## config.mk

```make
export PLATFORM = sky130hd
export DESIGN_NAME = vetap_front
export DESIGN_NICKNAME = d
export VERILOG_FILES = /design/src/design/vetap_pkg.sv /design/src/design/vetap_front.sv
export SDC_FILE = /design/constraint.sdc
export NUM_CORES = 2
export LEC_CHECK = 0
export BUFFER_PORTS_ARGS = -buffer_cell sky130_fd_sc_hd__buf_2
export CORE_MARGIN = 2
export CORE_UTILIZATION = 68
export CTS_CLUSTER_SIZE = 24
export DETAILED_ROUTE_END_ITERATION = 6
export PLACE_DENSITY = 0.87
export SLEW_MARGIN = 30
export SYNTH_ARGS = -nofsm -noshare
export SYNTH_HDL_FRONTEND = slang
export SYNTH_SLANG_ARGS = --single-unit
```

## constraint.sdc

```tcl
create_clock -name clk_i -period 24 [get_ports clk_i]
set_input_delay 2.4 -clock clk_i [delete_from_list [all_inputs] [get_ports clk_i]]
set_output_delay 2.4 -clock clk_i [all_outputs]
set_load 0.02 [all_outputs]
```

## src/design/vetap_pkg.sv

```systemverilog
// Shared types, constants and register indexes of the voxel edge taper.
package vetap_pkg;

  localparam int SAMPLE_W   = 32;
  localparam int COORD_W    = 10;
  localparam int EXT_W      = 11;
  localparam int GRID_W     = 33;
  localparam int TAPER_W    = 26;
  localparam int WIDTH_W    = 10;
  localparam int END_W      = 16;
  localparam int NUM_W      = END_W + WIDTH_W;
  localparam int NUM_AXES   = 3;
  localparam int NUM_EDGES  = 6;
  localparam int CFG_IDX_W  = 3;
  localparam int CFG_DATA_W = 33;

  localparam logic [GRID_W-1:0] EXT_RESET = 33'd4196353;

  // Register indexes of the configuration port.
  localparam logic [CFG_IDX_W-1:0] REG_GRID_EXTENTS = 3'd0;
  localparam logic [CFG_IDX_W-1:0] REG_TAPER_FIRST  = 3'd1;
  localparam logic [CFG_IDX_W-1:0] REG_TAPER_LAST   = 3'd6;

  localparam int MAX_EXTENT_DEF  = 1024;
  localparam int SAMPLE_BITS_DEF = 32;
  localparam int FRAC_BITS_DEF   = 15;

  typedef struct packed {
    logic signed [SAMPLE_W-1:0] sample;
    logic [COORD_W-1:0]         coord_1;
    logic [COORD_W-1:0]         coord_2;
    logic [COORD_W-1:0]         coord_3;
  } in_t;

  typedef struct packed {
    logic signed [SAMPLE_W-1:0] tapered_sample;
    logic                       width_error;
  } out_t;

  // One edge of a classified request, in the order the tapers are applied.
  typedef struct packed {
    logic               act;
    logic [END_W-1:0]   end_v;
    logic [NUM_W-1:0]   num;
    logic [WIDTH_W-1:0] w;
  } edge_t;

  typedef struct packed {
    logic signed [SAMPLE_W-1:0] sample;
    logic                       err;
    edge_t [NUM_EDGES-1:0]      edges;
  } job_t;

endpackage

```

## src/design/vetap_front.sv

```systemverilog
// Front end: configuration registers and classification of each request.
module vetap_front import vetap_pkg::*; #(
  parameter int MAX_EXTENT  = MAX_EXTENT_DEF,
  parameter int SAMPLE_BITS = SAMPLE_BITS_DEF,
  parameter int FRAC_BITS   = FRAC_BITS_DEF
) (
  input  logic                  clk_i,
  input  logic                  rst_ni,
  input  logic                  cfg_we_i,
  input  logic [CFG_IDX_W-1:0]  cfg_idx_i,
  input  logic [CFG_DATA_W-1:0] cfg_data_i,
  input  in_t                   req_i,
  output job_t                  job_o
);

  localparam int SH = SAMPLE_W - SAMPLE_BITS;
  localparam logic [END_W:0] ONE = (END_W+1)'(1) << FRAC_BITS;
  localparam logic [EXT_W-1:0] EXT_MAX = EXT_W'(MAX_EXTENT);

  logic [GRID_W-1:0]  ext_q;
  logic [TAPER_W-1:0] taper_q [NUM_EDGES];

  always_ff @(posedge clk_i or negedge rst_ni) begin
    if (!rst_ni) begin
      ext_q <= EXT_RESET;
      for (int i = 0; i < NUM_EDGES; i++) taper_q[i] <= '0;
    end else if (cfg_we_i) begin
      if (cfg_idx_i == REG_GRID_EXTENTS) begin
        ext_q <= cfg_data_i[GRID_W-1:0];
      end else if (cfg_idx_i >= REG_TAPER_FIRST && cfg_idx_i <= REG_TAPER_LAST) begin
        taper_q[3'(cfg_idx_i - REG_TAPER_FIRST)] <= cfg_data_i[TAPER_W-1:0];
      end
    end
  end

  logic [EXT_W-1:0]   ext [NUM_AXES];
  logic [COORD_W-1:0] crd [NUM_AXES];
  logic               err;

  always_comb begin
    logic [EXT_W-1:0]   e;
    logic [WIDTH_W-1:0] w;
    logic [TAPER_W-1:0] r;
    logic [EXT_W-1:0]   dh;
    logic [COORD_W-1:0] d;
    logic               inside_grid;
    logic [END_W-1:0]   ev;
    logic [END_W-1:0]   diff;
    crd[0] = req_i.coord_1;
    crd[1] = req_i.coord_2;
    crd[2] = req_i.coord_3;
    err = 1'b0;
    for (int a = 0; a < NUM_AXES; a++) begin
      e = ext_q[EXT_W*a +: EXT_W];
      ext[a] = (e > EXT_MAX) ? EXT_MAX : e;
      for (int s = 0; s < 2; s++) begin
        w = taper_q[2*a+s][TAPER_W-1:END_W];
        if (w != '0 && {1'b0, w} > (ext[a] >> 1)) err = 1'b1;
      end
    end
    job_o.sample = $signed(req_i.sample <<< SH) >>> SH;
    job_o.err    = err;
    for (int k = 0; k < NUM_EDGES; k++) begin
      r  = taper_q[2*(k % NUM_AXES) + k / NUM_AXES];
      w  = r[TAPER_W-1:END_W];
      dh = ext[k % NUM_AXES] - EXT_W'(1) - {1'b0, crd[k % NUM_AXES]};
      if (k < NUM_AXES) begin
        d = crd[k % NUM_AXES];
        inside_grid = 1'b1;
      end else begin
        d = dh[COORD_W-1:0];
        inside_grid = {1'b0, crd[k % NUM_AXES]} < ext[k % NUM_AXES];
      end
      // End values above one act as zero.
      ev   = ({1'b0, r[END_W-1:0]} > ONE) ? '0 : r[END_W-1:0];
      diff = END_W'(ONE - {1'b0, ev});
      job_o.edges[k].act   = !err && (w != '0) && inside_grid && (d < w);
      job_o.edges[k].end_v = ev;
      job_o.edges[k].num   = NUM_W'(diff * d);
      job_o.edges[k].w     = w;
    end
  end

endmodule

```

# == Yosys cells after proc, flatten, opt, wreduce, memory -nomap -nowiden ==
# Cells that the tools add are included.
# Widths: inputs -> output; s select.
# word_totals
reg_bits,189
input_bits,101
output_inout_bits,351
wordCells,107
# op_classes
addsub,13
mul,6
n_lt_le_gt_ge,28
mux,18
bitwise_logic,2
reduce_logical,33
# op_table
cell,n
$bwmux 156,1
$mul 16x10->26,6
$gt 16x16->1 const B,6
$mux 16,6
$sub 16x16->16 const A,6
$demux 26 s3,1
$gt 10x10->1,6
$lt 10x10->1,6
$reduce_bool 10->1,6
$gt 11x11->1 const B,3
$lt 10x11->1,3
$mux 11,3
$sub 10x1->10 const B,3
$sub 10x10->10,3
$mux 26,1
$logic_and 1x1->1,23
$mux 1,6
$ge 4x4->1 const B,1
$lt 4x1->1 const B,1
$not 3->4,1
$ge 3x1->1 const B,1
$le 3x3->1 const B,1
$logic_not 3->1,1
$reduce_and 3->1,1
other kinds (4),4

# == Depth between registers and ports, before layout ==
# logic_depth
ltp_word,14
depth_mapped,34
depth_no_buf,32

# == Least setup slack after synthesis ==
# Ideal clock, no wire load.
# synth_path
path_kind,input port to output port
start,input req_i[13] (netlist name)
end,output job_o[247] (netlist name)
arrival_time_ns,9.787
t_required_ns,21.600
setup_slack_ns,11.813
path_stages,30
path_buffers,2
cell_sequence,clkbuf_1 clkbuf_1 inv_1 ha_1 inv_1 o21bai_1 a21oi_1 o21bai_1 a21o_1 a211oi_1 clkinv_1 nand2_1 fa_1 fa_1 inv_1 fa_1 fa_1 inv_1 fa_1 inv_1 ha_1 and4_1 a221o_1 a311oi_1 a211oi_1 nor3_1 o31ai_1 a31oi_1 o21bai_1 xnor2_1
# synth_rtl
element,line,rtl
from (decl),vetap_front.sv:12,"input in_t req_i,"
to (decl),vetap_front.sv:13,output job_t job_o

==> reports/metrics.cfg <==
[synth]
ys_seq_area_share_pct = 10.6
ys.warnings.count = 0
netlist_instances = 5214
post_synth_num_cell_types = 83
synth-async-reset-ratio_pct = 100
ys_seq_elements = 189
avgSynthCellArea_um2 = 8.59
synth_top_cells_by_area = sky130_fd_sc_hd__fa_1, sky130_fd_sc_hd__ha_1, sky130_fd_sc_hd__dfrtp_1
synthFlopType = sky130_fd_sc_hd__dfrtp_1
yosys.area.top_type_share_pct = 29.6
synth.cell_area_um2 = 44800
synth_enable_flop_cells = 0
synth_top_cell_by_area = sky130_fd_sc_hd__fa_1
mappedNetlistNets = 6525

[sta]
fin_crit_sh_pct = 55.5
fin_setup_tns_ns = 0
timing.final.crit_period_ns = 13.32
setup_violations = 0
max_slew_margin_pct = 30.3
setup_repair_after_global_routing_missed_its_margin = no
fin_worst_skew_ns = 0
tightestPinTransition_ns = 1.04
drv_slew = 0
setup_ws_ns = 10.68
finalHoldWorstSlack_ns = 0.512
fmax_mhz = 75.1
timing.final.hold_violations = 0

[detailed_routing]
detailroute.via_count = 38100
drt-total-wl_um = 129000
wire_per_inst_um = 20.4
drt-initial-drc-count = 3655
drt-vias-per-instance = 6.04
drc = 0
number_of_nets_with_antenna_violations_after_routing = 0
drt_pass1_iterations = 7

[hold_path]
hold_path_depth = 1
tightest_hold_check_type = reg -> reg
holdPathEnd = ext_q[2]$_DFFE_PN0P_
worst_hold_startpoint = ext_q[2]$_DFFE_PN0P_

[layout]
area_delta_synth_final_pct = 6.19
seqCellArea_um2 = 4730
area_of_the_multi_input_gates_um2 = 35500
post_route_cells_drive_above_1_share_pct = 11.7
num-nets-final = 6739
filler_cell_count = 5063

[clock_tree]
cts_root_buffer = sky130_fd_sc_hd__clkbuf_16
cts_inserted_buffers = 17
maximum_level_of_the_cts_h_tree = 4
clockBufferDepth = 2
post_cts_hold_buffer_count = 0
insertion_delay_ns = 0.45
cts-resized-gates = 0
clk_pin_slew_ns = 0.08
tritoncts = done
post_cts_buffers = 0
cts.sinks = 189

[critical_path]
critical_path_buf_inv_count = 7
timing.critical_path.required_ns = 21.60
worst_setup_path_end_kind = output port
crit_reg_reg_endpoint = taper_q[15]$_DFFE_PN0P_
timing.reg2reg.setup_slack_ns = 22.42
critical_path.max_fanout = 13
r2r_start = taper_q[15]$_DFFE_PN0P_
cp_slowest_cell = sky130_fd_sc_hd__xor2_1
critPathMaxStageDelay_ns = 0.62
worst_ep_arrival_time_ns = 10.92
timing.critical_path.from_type = input pin
crit_type = in -> out
worst_path_dominant_cell_family = adder cells
cpMostUsedCell = sky130_fd_sc_hd__fa_1
rr_worst_depth = 2

[place]
gp_congestion = 0.988
dp_hpwl_um = 105000
numPortBuffers = 387
pre_cts_slack_ns = 10.94

[job]
timing.max_cap.violations = 0

[grt]
globalRouteTotalUtil_pct = 38.9
grt_pass1_vias = 38800
grt_pass1_wl_um = 205000
number_of_antenna_violations_at_the_first_check_in_global_routing = 11
grt_start_max_net_pins = 83
gr-total-overflow = 0

[die]
initial_core_util_pct = 68.4
core_area_um2 = 65500
floorplan.io_pins = 452
std_cell_rows = 94
die_h_um = 261
die_area_um2 = 67900
die_width_um = 261

[outcome]
status = finished, final reports clean

==> layout by cell type (no fill, tap or decap), types with 25 or more instances in the layout <==
cell | synthesis | layout
sky130_fd_sc_hd__inv_1 | 891 | 891
sky130_fd_sc_hd__nand2_1 | 698 | 698
sky130_fd_sc_hd__fa_1 | 663 | 663
sky130_fd_sc_hd__ha_1 | 547 | 547
sky130_fd_sc_hd__buf_2 | 2 | 387
sky130_fd_sc_hd__nor2_1 | 364 | 360
sky130_fd_sc_hd__and2_1 | 199 | 199
sky130_fd_sc_hd__dfrtp_1 | 186 | 186
sky130_fd_sc_hd__a21oi_1 | 168 | 165
sky130_fd_sc_hd__o21ai_0 | 147 | 147
sky130_fd_sc_hd__xnor2_1 | 139 | 135
sky130_fd_sc_hd__mux2_2 | 135 | 135
sky130_fd_sc_hd__a21o_1 | 124 | 124
sky130_fd_sc_hd__nor2b_1 | 102 | 102
sky130_fd_sc_hd__nor3_1 | 102 | 100
sky130_fd_sc_hd__xor2_1 | 61 | 61
sky130_fd_sc_hd__nand2b_1 | 54 | 54
sky130_fd_sc_hd__nand3_1 | 45 | 45
sky130_fd_sc_hd__buf_4 | 94 | 35
sky130_fd_sc_hd__nor4_1 | 32 | 32
sky130_fd_sc_hd__o21bai_1 | 29 | 29
sky130_fd_sc_hd__and3_1 | 28 | 28
sky130_fd_sc_hd__o21a_1 | 26 | 26
sky130_fd_sc_hd__nand4_1 | 25 | 25
==> kinds of logic after synthesis <==
| logic type | count (synthesis) | share of synthesized area (%) |
|---|---|---|
| and+or+nand+nor | 1710 | 17.7 |
| adders and majority gates | 1210 | 44.9 |
| buffers and inverters | 1133 | 10.3 |
| AOI/OAI and AO/OA | 633 | 9.09 |
| xor gates and xnor gates | 200 | 3.91 |
| DFF | 189 | 10.6 |
| muxes | 139 | 3.48 |
==> worst max path at each step <==
stage               cells past startpoint       from  slack [ns]          to
floorplan                              30  req_i[13]       11.81  job_o[247]
global route                           32  req_i[20]       10.10  job_o[193]
CTS                                    32   req_i[0]       10.90  job_o[300]
detailed placement                     32   req_i[0]       10.94  job_o[300]
finish                                 32   req_i[0]       10.68  job_o[300]
global placement                       32   req_i[0]       11.30  job_o[300]
==> synthesized netlist by cell type (all sizes together), types with 61 or more instances <==
cell type and n:
and2 200, nand2 698, buf 100, ha 547, fa 663, a21o 124
xnor2 139, clkbuf 129, a21oi 168, nor3 103, nor2b 102, mux2 135
nor2 364, inv 892, o21ai 150, dfrtp 186, xor2 61
==> sequential cells by signal (all words and copies together), names as in the netlist <==
register / count
ext_q: 33
taper_q: 96
job_o: 60
==> metrics by stage <==
step	area (um^2)	util [%]	cells
after floorplan	44800	-	5214
after global routing	47600	72.6	6309
after detailed placement	46900	71.6	6271
after global placement	46900	71.6	6271
after CTS	47500	72.5	6303
final	47600	72.6	6313
==> layer usage <==
metal  vias up  global-route usage, %  part of all wire (%)
met1     18600                   49.8                    37
met2      2074                   59.2                    45
met5         -                      0                 0.010
met3       505                   10.3                    11
met4         2                   23.7                   7.1
li1      16900                      -                     -
==> cell type report <==
class	instances	area share, %
Multi-Input combinational cell	3892	74.7
Sequential cell	189	9.95
Inverter	904	7.13
Timing Repair Buffer	424	4.66
Tap cell	864	2.27
Clock buffer	17	0.894
Clock inverter	15	0.355
Antenna cell	8	0.0421
Power is left out: the tool's default activity adds up to more than one toggle a clock period on the data nets, which glitch-free logic cannot reach.
