`src/design/vetap_pkg.sv`:
```
// Shared types, constants and register indexes of the voxel edge taper.
package vetap_pkg;

  localparam int SAMPLE_W   = 32;
  localparam int COORD_W    = 10;
  localparam int EXT_W      = 11;
  localparam int GRID_W     = 33;
  localparam int TAPER_W    = 26;
  localparam int WIDTH_W    = 10;
  localparam int END_W      = 16;
  localparam int NUM_W      = END_W + WIDTH_W;
  localparam int NUM_AXES   = 3;
  localparam int NUM_EDGES  = 6;
  localparam int CFG_IDX_W  = 3;
  localparam int CFG_DATA_W = 33;

  localparam logic [GRID_W-1:0] EXT_RESET = 33'd4196353;

  // Register indexes of the configuration port.
  localparam logic [CFG_IDX_W-1:0] REG_GRID_EXTENTS = 3'd0;
  localparam logic [CFG_IDX_W-1:0] REG_TAPER_FIRST  = 3'd1;
  localparam logic [CFG_IDX_W-1:0] REG_TAPER_LAST   = 3'd6;

  localparam int MAX_EXTENT_DEF  = 1024;
  localparam int SAMPLE_BITS_DEF = 32;
  localparam int FRAC_BITS_DEF   = 15;

  typedef struct packed {
    logic signed [SAMPLE_W-1:0] sample;
    logic [COORD_W-1:0]         coord_1;
    logic [COORD_W-1:0]         coord_2;
    logic [COORD_W-1:0]         coord_3;
  } in_t;

  typedef struct packed {
    logic signed [SAMPLE_W-1:0] tapered_sample;
    logic                       width_error;
  } out_t;

  // One edge of a classified request, in the order the tapers are applied.
  typedef struct packed {
    logic               act;
    logic [END_W-1:0]   end_v;
    logic [NUM_W-1:0]   num;
    logic [WIDTH_W-1:0] w;
  } edge_t;

  typedef struct packed {
    logic signed [SAMPLE_W-1:0] sample;
    logic                       err;
    edge_t [NUM_EDGES-1:0]      edges;
  } job_t;

endpackage

```
`src/design/vetap_fifo.sv`:
```
// Two-entry queue between the front end and the back end.
module vetap_fifo import vetap_pkg::*; (
  input  logic clk_i,
  input  logic rst_ni,
  input  logic push_i,
  input  job_t data_i,
  output logic full_o,
  input  logic pop_i,
  output logic valid_o,
  output job_t data_o
);

  job_t       mem_q [2];
  logic       wr_q, wr_d, rd_q, rd_d;
  logic [1:0] cnt_q, cnt_d;

  always_ff @(posedge clk_i) begin
    if (push_i) mem_q[wr_q] <= data_i;
  end

  always_comb begin
    wr_d  = push_i ? !wr_q : wr_q;
    rd_d  = pop_i ? !rd_q : rd_q;
    cnt_d = cnt_q + 2'(push_i) - 2'(pop_i);
  end

  always_ff @(posedge clk_i or negedge rst_ni) begin
    if (!rst_ni) begin
      wr_q  <= 1'b0;
      rd_q  <= 1'b0;
      cnt_q <= '0;
    end else begin
      wr_q  <= wr_d;
      rd_q  <= rd_d;
      cnt_q <= cnt_d;
    end
  end

  assign full_o  = cnt_q[1];
  assign valid_o = cnt_q != '0;
  assign data_o  = mem_q[rd_q];

endmodule

```
`config.mk`:
```
export PLATFORM = sky130hd
export DESIGN_NAME = vetap_fifo
export DESIGN_NICKNAME = d
export VERILOG_FILES = /design/src/design/vetap_pkg.sv /design/src/design/vetap_fifo.sv
export SDC_FILE = /design/constraint.sdc
export NUM_CORES = 1
export LEC_CHECK = 0
export ABC_AREA = 1
export BUFFER_PORTS_ARGS = -buffer_cell sky130_fd_sc_hd__buf_2
export CAP_MARGIN = 20
export CORE_AREA = 3 3 271 273
export CTS_CLUSTER_DIAMETER = 30
export DETAILED_ROUTE_END_ITERATION = 7
export DIE_AREA = 0 0 274 276
export MAX_ROUTING_LAYER = met4
export PLACE_DENSITY = 0.64
export SKIP_CTS_REPAIR_TIMING = 1
export SLEW_MARGIN = 0
export SYNTH_ARGS = -nofsm -noshare
export SYNTH_HDL_FRONTEND = slang
export SYNTH_SLANG_ARGS = --single-unit
```
`constraint.sdc`:
```
create_clock -name clk_i -period 19.7 [get_ports clk_i]
set_clock_uncertainty 0.15 [all_clocks]
set_input_delay 3.94 -clock clk_i [delete_from_list [all_inputs] [get_ports clk_i]]
set_output_delay 3.94 -clock clk_i [all_outputs]
set_load 0.05 [all_outputs]
```
* After elaboration in Yosys (flattened, before gate mapping)
Memory sizes are Yosys's and may differ from the RTL's.
Cells that the tools add are included.
W data, S select, Z words.
** Word-level totals
- Register bits :: 4
- RAM bits :: 702
- Input port bits :: 355
- Output and inout bits :: 353
- Logic and storage cells :: 11
- Memories kept :: 1
** Cells by class
- Add/sub/neg operators :: 2
- Mux-type cells :: 2
- Reduce and logical (&&, ||, !) cells :: 3
** Memory list
- mem_q :: depth 2, bits a word 351, read ports 1, clocked after memory_dff 0, write ports 1, RTL line vetap_fifo.sv:13 : job_t mem_q [2];
** Operator list (number)
- $add A2 B1 Y2 :: 1
- $logic_not A1 Y1 :: 2
- $mux W1 :: 2
- $reduce_bool A2 Y1 :: 1
- $sub A2 B1 Y2 :: 1

* Longest topological paths before layout
Gate-level depths: netlist of run 1.
- Word-level depth :: 2
- Gate-level depth with buffers :: 7
- Depth with buffers taken out :: 7

* Worst setup path after synthesis of run 1
Ideal clock, no wire load.
- Kind :: in2reg
- Start :: input port push_i
- End :: memory mem_q[0][0] in the netlist's numbering, enable pin
- Library setup time :: 1.081 ns
- Data arrival time :: 18.637 ns
- Required time :: 18.469 ns
- Setup slack :: -0.168 ns
- Stages on the path :: 2
- Buffers on the path :: 0
- Path through :: inv_1 > nor2_1
** Between the ends
- Word-level cells in the longest chain between the ends :: 2
** Ends and longest elaborated chain
- from (decl) :: RTL line vetap_fifo.sv:5 : input logic push_i,
- $mux W1 :: RTL line vetap_fifo.sv:18 : if (push_i) mem_q[wr_q] <= data_i;
- $mux W1 (not written as such) :: RTL line vetap_fifo.sv:18
- to (decl) :: RTL line vetap_fifo.sv:13
Every way passes these cells.

==> impl_results.md, run 1 <==
* H-tree levels at 3
* Vias per std cell at 4.50
* Gpl congestion at 0.874
* Clock Sinks at 706
* Die area at 0.0756 mm^2
* Initial core utilization at 36.8%
* Antenna violations before repair at 23
* Fin. Hold Viols at 0
* Pre-Repair DR Iteration Count at 5
* Setup Viol. Count Final at 0
* CP startpoint kind: register
* Final period util at 44.5%
* Netlist cell types at 17
* Nets at 2,979
* Overflow after GRT at 0
* Max-slew violations at 0
* WP data arrival at 4680 ps
* Fraction of layout cells with a size suffix above 1 at 35.2%
* Post-synthesis register bit count at 706
* Syn Nets at 2,214
* Overall routing resource usage at 17.0%
* Cell count after synthesis at 1,857
* Num CTS Buffers at 121
* Crit path max fanout at 114
* HPWL Detailed at 44.1 mm
* DR iter-0 viols at 1,019
* Cell area power density at 193 mW/mm^2
* Die H at 276 um
* Worst setup EP type: output port
* TritonCTS clock tree: done
* Ports at 708
* Filler cells at 6,142
* Cell accounting for the most synthesized area: edfxtp_1
* Vias post-DR at 16.7k
* Clk_lat worst skew at 640 ps
* Fin crit period at 8770 ps
* Routed wire per std cell at 17.5 um
* Cells after DPL at 3,448
* I/O Buffers at 707
* Multi-input gate area at 0.00327 mm^2
* Synth warnings at 0
* Num rows at 98
* Clk slew on worst S/H paths at 50 ps
* Fin cells at 3,699
* Root buffer cell: clkbuf_16
* Max Fclk at 0.114 GHz
* Most instantiated library cell after synthesis: edfxtp_1
* Worst Path Class, Setup: register to output port
* Placeable Area at 0.0714 mm^2
* Synth Cell Area at 0.0263 mm^2
* Die width at 274 um
* Synth top cells by count: 702 x edfxtp_1, 358 x inv_1, 358 x nand2_1, 314 x o21ai_0, 52 x buf_2
* Clock Tree Buf Depth at 3
* Async SR Flop Fraction at 0.567%
* Setup_tns at 0 ps
* MaxCap Viol Count at 0
* Leak Pwr at 14.9 nW
* Primary FF master, synth: edfxtp_1
* Sequential cell area at 0.0212 mm^2
* Largest net degree at the start of global routing at 170
* Avg Synthesized Cell Area at 14.2 um^2
* First-pass GRT wire length at 96.6 mm
* Worst-Margin Slew at 1280 ps
* Drt drc at 0
* Routed wire length at 64.8 mm
* Status: finished, final reports clean
* CP required at 15,610 ps
* Max-slew headroom at 15.0%
* Synthesis-to-layout area growth at 33.6%
* Hold Path Class: register to register
* Post-synth EDFFs at 702
* Final ANT Viol Nets at 0
* Unrepaired setup endpoints after global routing: no
* Worst vdd ir at 0.162 mV
* Synth area leaders: edfxtp_1 80%, o21ai_0 6.0%, inv_1 5.1%
* Yosys top cell area share at 80.2%
* Sequential area share after synthesis at 80.6%
* Number of global-route vias before repair at 17.0k
-- stage by stage --
step	instance area, um^2	power, mW	hold WS (ps)	util, %	setup slack [ps]
2_1_floorplan	26300	4.13	331	-	5980
3_3_place_gp	30600	4.61	378	42.9	11490
3_5_place_dp	30600	4.64	391	42.9	11380
4_1_cts	35000	6.85	402	49.1	10640
5_1_grt	35100	7.07	453	49.2	10450
6_report	35100	6.79	398	49.2	10930
-- final timing paths --
kind / startpoint / end / depth (start not counted) / slack, ps
worst max-delay path: rd_q / data_o[307] / 6 / 10930
worst min-delay path: wr_q / wr_q / 1 / 400
worst max register to register: wr_q / mem_q[1][341] / 4 / 16190
worst min register to register: wr_q / wr_q / 1 / 400
max in group asynchronous: rst_ni / rd_q / 1 / 16300
min in group asynchronous: rst_ni / wr_q / 1 / 2950
-- layout by cell type (no fill, tap or decap), types with 2 or more instances in the layout --
master / n
o21ai_2: 30
clkbuf_16: 121
dfrtp_1: 3
inv_1: 357
xor2_1: 2
inv_8: 5
buf_4: 10
inv_6: 11
buf_2: 707
clkinv_4: 16
ha_1: 2
edfxtp_1: 702
clkinvlp_4: 14
o21ai_0: 314
clkinv_2: 14
clkinv_16: 4
bufinv_16: 23
o21ai_1: 7
clkinv_1: 12
clkbuf_1: 9
diode_2: 21
nand2_1: 358
buf_12: 2
-- layout make-up --
type / instances / area share, %
Sequential cell: 706 / 60.3
Timing Repair Buffer: 720 / 10.5
Multi-Input combinational cell: 715 / 9.32
Clock buffer: 130 / 8.72
Inverter: 358 / 3.85
Clock inverter: 99 / 3.78
Tap cell: 950 / 3.38
Antenna cell: 21 / 0.150
-- worst max-delay path: stages (launching register included) --
cell     delay (ps)
dfrtp_4         860
buf_4           770
buf_4           850
buf_4           800
nand2_1         100
o21ai_0         150
buf_2           320
-- flip-flops by register name (all words and copies together) (netlist names) --
name   flops
mem_q    702
cnt_q      2
rd_q       1
wr_q       1
-- where the power goes --
group,internal (mW),switching [mW],leakage [nW]
clock,1.44,0.745,2.10
combinational,0.439,2.08,6.17
sequential,2.00,0.0842,6.63
-- cells by family (layout without fill, tap and decap cells) --
logic type               Yosys count  count (layout)  share of synthesized area (%)
other                              0              21                              0
AO/OA/AOI/OAI                    351             351                           7.11
buffers and inverters            436            1307                           7.02
adder cells (fa/ha/maj)            2               2                         0.0952
flip-flops                       706             706                           80.6
AND/OR/NAND/NOR                  360             360                           5.14
XOR/XNOR                           2               2                         0.0666
-- per-layer routing --
metal,wire [um],vias to the layer above,GRT usage [%]
met2,34100,678,29.7
met1,23300,7921,18.2
met4,2330,0,7.28
met5,0,-,-
met3,5110,151,4.61
li1,-,7905,-
Note: power is estimated with default switching activity, not from simulation.
==> run 2: changes to the inputs <==
ABC_AREA = 0   (was 1)
CORE_AREA = 3 3 275 277   (was 3 3 271 273)
DIE_AREA = 0 0 278 280   (was 0 0 274 276)
clock period = 7.3 ns   (was 19.7 ns; I/O delays follow)
==> run 2 against run 1 <==
  * Routed wire length is 6.9% lower
  * Synthesized cell count down 40%
  * Worst setup slack worse by 8300 ps
  * Critical endpoint is now data_o[211]
  * Largest power group is now clock
  * Highest routed layer unchanged
==> impl_results.md, run 2 <==
* Max reg flops at 702 (unchanged)
* Placeable Area at 0.0731 mm^2 (was 0.0714 mm^2)
* CP peak stage delay at 890 ps (was 860 ps)
* Ports at 708 (unchanged)
* Worst Setup SP: rd_q (unchanged)
* First-pass GRT wire length at 87.7 mm (was 96.6 mm)
* Hold EP: wr_q (unchanged)
* Synth top cells by count: 702 x edfxtp_1, 303 x mux2_2, 38 x mux2_1, 31 x buf_6, 10 x mux2_4 (was 702 x edfxtp_1, 358 x inv_1, 358 x nand2_1, 314 x o21ai_0, 52 x buf_2)
* Clk slew on worst S/H paths at 50 ps (about the same)
* Leak Pwr at 13.3 nW (was 14.9 nW)
* Synth warnings at 0 (unchanged)
* Synth Cell Area at 0.0257 mm^2 (was 0.0263 mm^2)
* Syn Nets at 1,463 (was 2,214)
* Antenna violations before repair at 26 (was 23)
* Cell area power density at 513 mW/mm^2 (was 193 mW/mm^2)
* Final period util at 63.3%
* Worst vdd ir at 0.351 mV (was 0.162 mV)
* Hold Path Class: register to register (unchanged)
* I/O Buffers at 707 (unchanged)
* DR iter-0 viols at 779 (was 1,019)
* Routed wire length at 60.3 mm (was 64.8 mm)
* Multi-input gate area at 0.00409 mm^2 (was 0.00327 mm^2)
* Most frequent cells in the layout: 707 x buf_2, 702 x edfxtp_1, 303 x mux2_2 (was 707 x buf_2, 702 x edfxtp_1, 358 x nand2_1)
* Die area at 0.0778 mm^2 (was 0.0756 mm^2)
* Number of global-route vias before repair at 14.8k (was 17.0k)
* HPWL Detailed at 40.8 mm (was 44.1 mm)
* Die H at 280 um (was 276 um)
* Num CTS Buffers at 135 (was 121)
* Post-synthesis register bit count at 706 (unchanged)
* Worst r2r src: wr_q (unchanged)
* CP required at 5690 ps (was 15,610 ps)
* Post-synth EDFFs at 702 (unchanged)
* Die width at 278 um (was 274 um)
* Crit path cell chain: buf_12, mux2_2, buf_2 (was buf_4, buf_4, buf_4, nand2_1, o21ai_0, buf_2)
* TritonCTS clock tree: done (unchanged)
* Unrepaired setup endpoints after global routing: no (unchanged)
* Cell accounting for the most synthesized area: edfxtp_1 (unchanged)
* Synthesis-to-layout area growth at 36.4% (was 33.6%)
* Clock Sinks at 706 (unchanged)
* Synth area leaders: edfxtp_1 82%, mux2_2 13%, mux2_1 1.7% (was edfxtp_1 80%, o21ai_0 6.0%, inv_1 5.1%)
* Clock Tree Buf Depth at 3 (unchanged)
* Routed wire per std cell at 20.0 um (was 17.5 um)
* Fin crit period at 4620 ps
* MaxCap Viol Count at 0 (unchanged)
* Gpl congestion at 0.832 (was 0.874)
* CP startpoint kind: register (unchanged)
* Filler cells at 6,126 (was 6,142)
* Worst Path Buf+Inv at 2 (was 4)
* Final ANT Viol Nets at 0 (unchanged)
* Clk_lat worst skew at 670 ps (was 640 ps)
* Max-slew violations at 0 (unchanged)
* Setup_tns at 0 ps (unchanged)
* Min Hold Slack at 407 ps (was 398 ps)
* Top reg by flops: mem_q (unchanged)
* Worst R2R End: mem_q[1][62] (was mem_q[1][341])
* Avg Synthesized Cell Area at 23.2 um^2 (was 14.2 um^2)
* Netlist cell types at 15 (was 17)
* Fraction of layout cells with a size suffix above 1 at 61.6% (was 35.2%)
* Most instantiated library cell after synthesis: edfxtp_1 (unchanged)
* Max-slew headroom at 29.0% (was 15.0%)
* Largest delay share family, worst path: flip-flops (was buffers and inverters)
* Depth of the most critical reg-to-reg path at 2 (was 4)
* Setup ws final at 2680 ps (was 10,930 ps)
* Vias per std cell at 4.55 (was 4.50)
* Max Fclk at 0.216 GHz
* Worst-Margin Slew at 1060 ps (was 1280 ps)
* Sequential cell area at 0.0212 mm^2 (unchanged)
* Dpl ws at 3400 ps (was 11,380 ps)
* Crit path max fanout at 129 (was 114)
* Overflow after GRT at 0 (unchanged)
* Setup Viol. Count Final at 0 (unchanged)
* Most common cell after layout, fill and taps aside: buf_2 (unchanged)
* Drt drc at 0 (unchanged)
* Nets at 2,278 (was 2,979)
* R2r setup slk at 4620 ps (was 16,190 ps)
* Top flop regs: mem_q (702), cnt_q (2) (unchanged)
* HP Start: wr_q (unchanged)
* Cell count after synthesis at 1,106 (was 1,857)
* H-tree levels at 4 (was 3)
* WHS Path Cells at 1 (unchanged)
* Overall routing resource usage at 15.4% (was 17.0%)
* Worst setup EP type: output port (unchanged)
* Worst Path Class, Setup: register to output port (unchanged)
* Sequential area share after synthesis at 82.6% (was 80.6%)
* Status: finished, final reports clean (unchanged)
* Root buffer cell: clkbuf_16 (unchanged)
* Async SR Flop Fraction at 0.567% (unchanged)
* Largest net degree at the start of global routing at 158 (was 170)
* Fin. Hold Viols at 0 (unchanged)
* Initial core utilization at 35.1% (was 36.8%)
* WP data arrival at 3010 ps (was 4680 ps)
* Num rows at 99 (was 98)
* Yosys top cell area share at 82.2% (was 80.2%)
* Primary FF master, synth: edfxtp_1 (unchanged)
* Pre-Repair DR Iteration Count at 4 (was 5)
* Slowest cell on the critical path: dfrtp_4 (unchanged)
* Vias post-DR at 13.7k (was 16.7k)
==> run 2: cell count changes after synthesis, moves of 3 or more <==
cell      delta
mux2_1      +38
buf_4        -4
nand2_1    -358
o21ai_1      -7
o21ai_0    -314
mux2_2     +303
mux2_4      +10
o21ai_2     -30
clkbuf_4     -3
buf_6       +16
buf_2       -45
inv_1      -356
==> run 2: worst max-delay path by stage <==
stage / to / slack [ps] / cells after the start
2_1_floorplan: mem_q[0][0] / 10 / 1
3_3_place_gp: data_o[333] / 3430 / 3
3_5_place_dp: data_o[333] / 3400 / 3
4_1_cts: data_o[211] / 2650 / 3
5_1_grt: data_o[212] / 2540 / 3
6_report: data_o[211] / 2680 / 3
==> run 2: cells by family (layout without fill, tap and decap cells) <==
logic type                 count (synthesis)  in the layout  share of synthesized area, %
other                                      0             26                             0
adders and majority gates                  2              2                        0.0975
and+or+nand+nor                            3              3                        0.0732
muxes                                    351            351                          15.6
buffers and inverters                     41            966                          1.56
DFF                                      706            706                          82.6
xor gates and xnor gates                   3              3                         0.161
==> run 2: cell type report <==
class | count | share of cell area, %
flip-flops and latches | 706 | 60.6
multi-input cells | 359 | 11.7
repair buffers | 717 | 10.6
clock buffers | 153 | 10.1
well taps | 959 | 3.43
clock inverters | 94 | 3.42
diodes | 26 | 0.186
inverters | 2 | 0.0215
==> run 2: metal layers <==
layer | vias up | share of wire (%) | global-route usage [%]
li1 | 6180 | - | -
met1 | 6862 | 35 | 15.4
met2 | 554 | 53 | 25.8
met3 | 122 | 9.0 | 6.67
met4 | 0 | 3.0 | 7.26
met5 | - | 0 | -
==> run 2: power breakdown <==
group | leakage [nW] | total [mW] | switching, mW | internal, mW
clock network | 2.28 | 6.27 | 2.06 | 4.22
registers | 6.63 | 5.62 | 0.221 | 5.40
logic | 4.35 | 6.06 | 4.50 | 1.56
==> run 2: metrics by stage <==
step	total power [mW]	util (%)	std cells	cell area (um^2)
3_3_place_gp	11.7	41.3	2743	30200
3_5_place_dp	11.8	41.3	2743	30200
2_1_floorplan	10.6	-	1106	25700
6_report	17.9	47.9	3016	35000
5_1_grt	18.6	47.9	3015	35000
4_1_cts	18.1	47.8	2990	34900
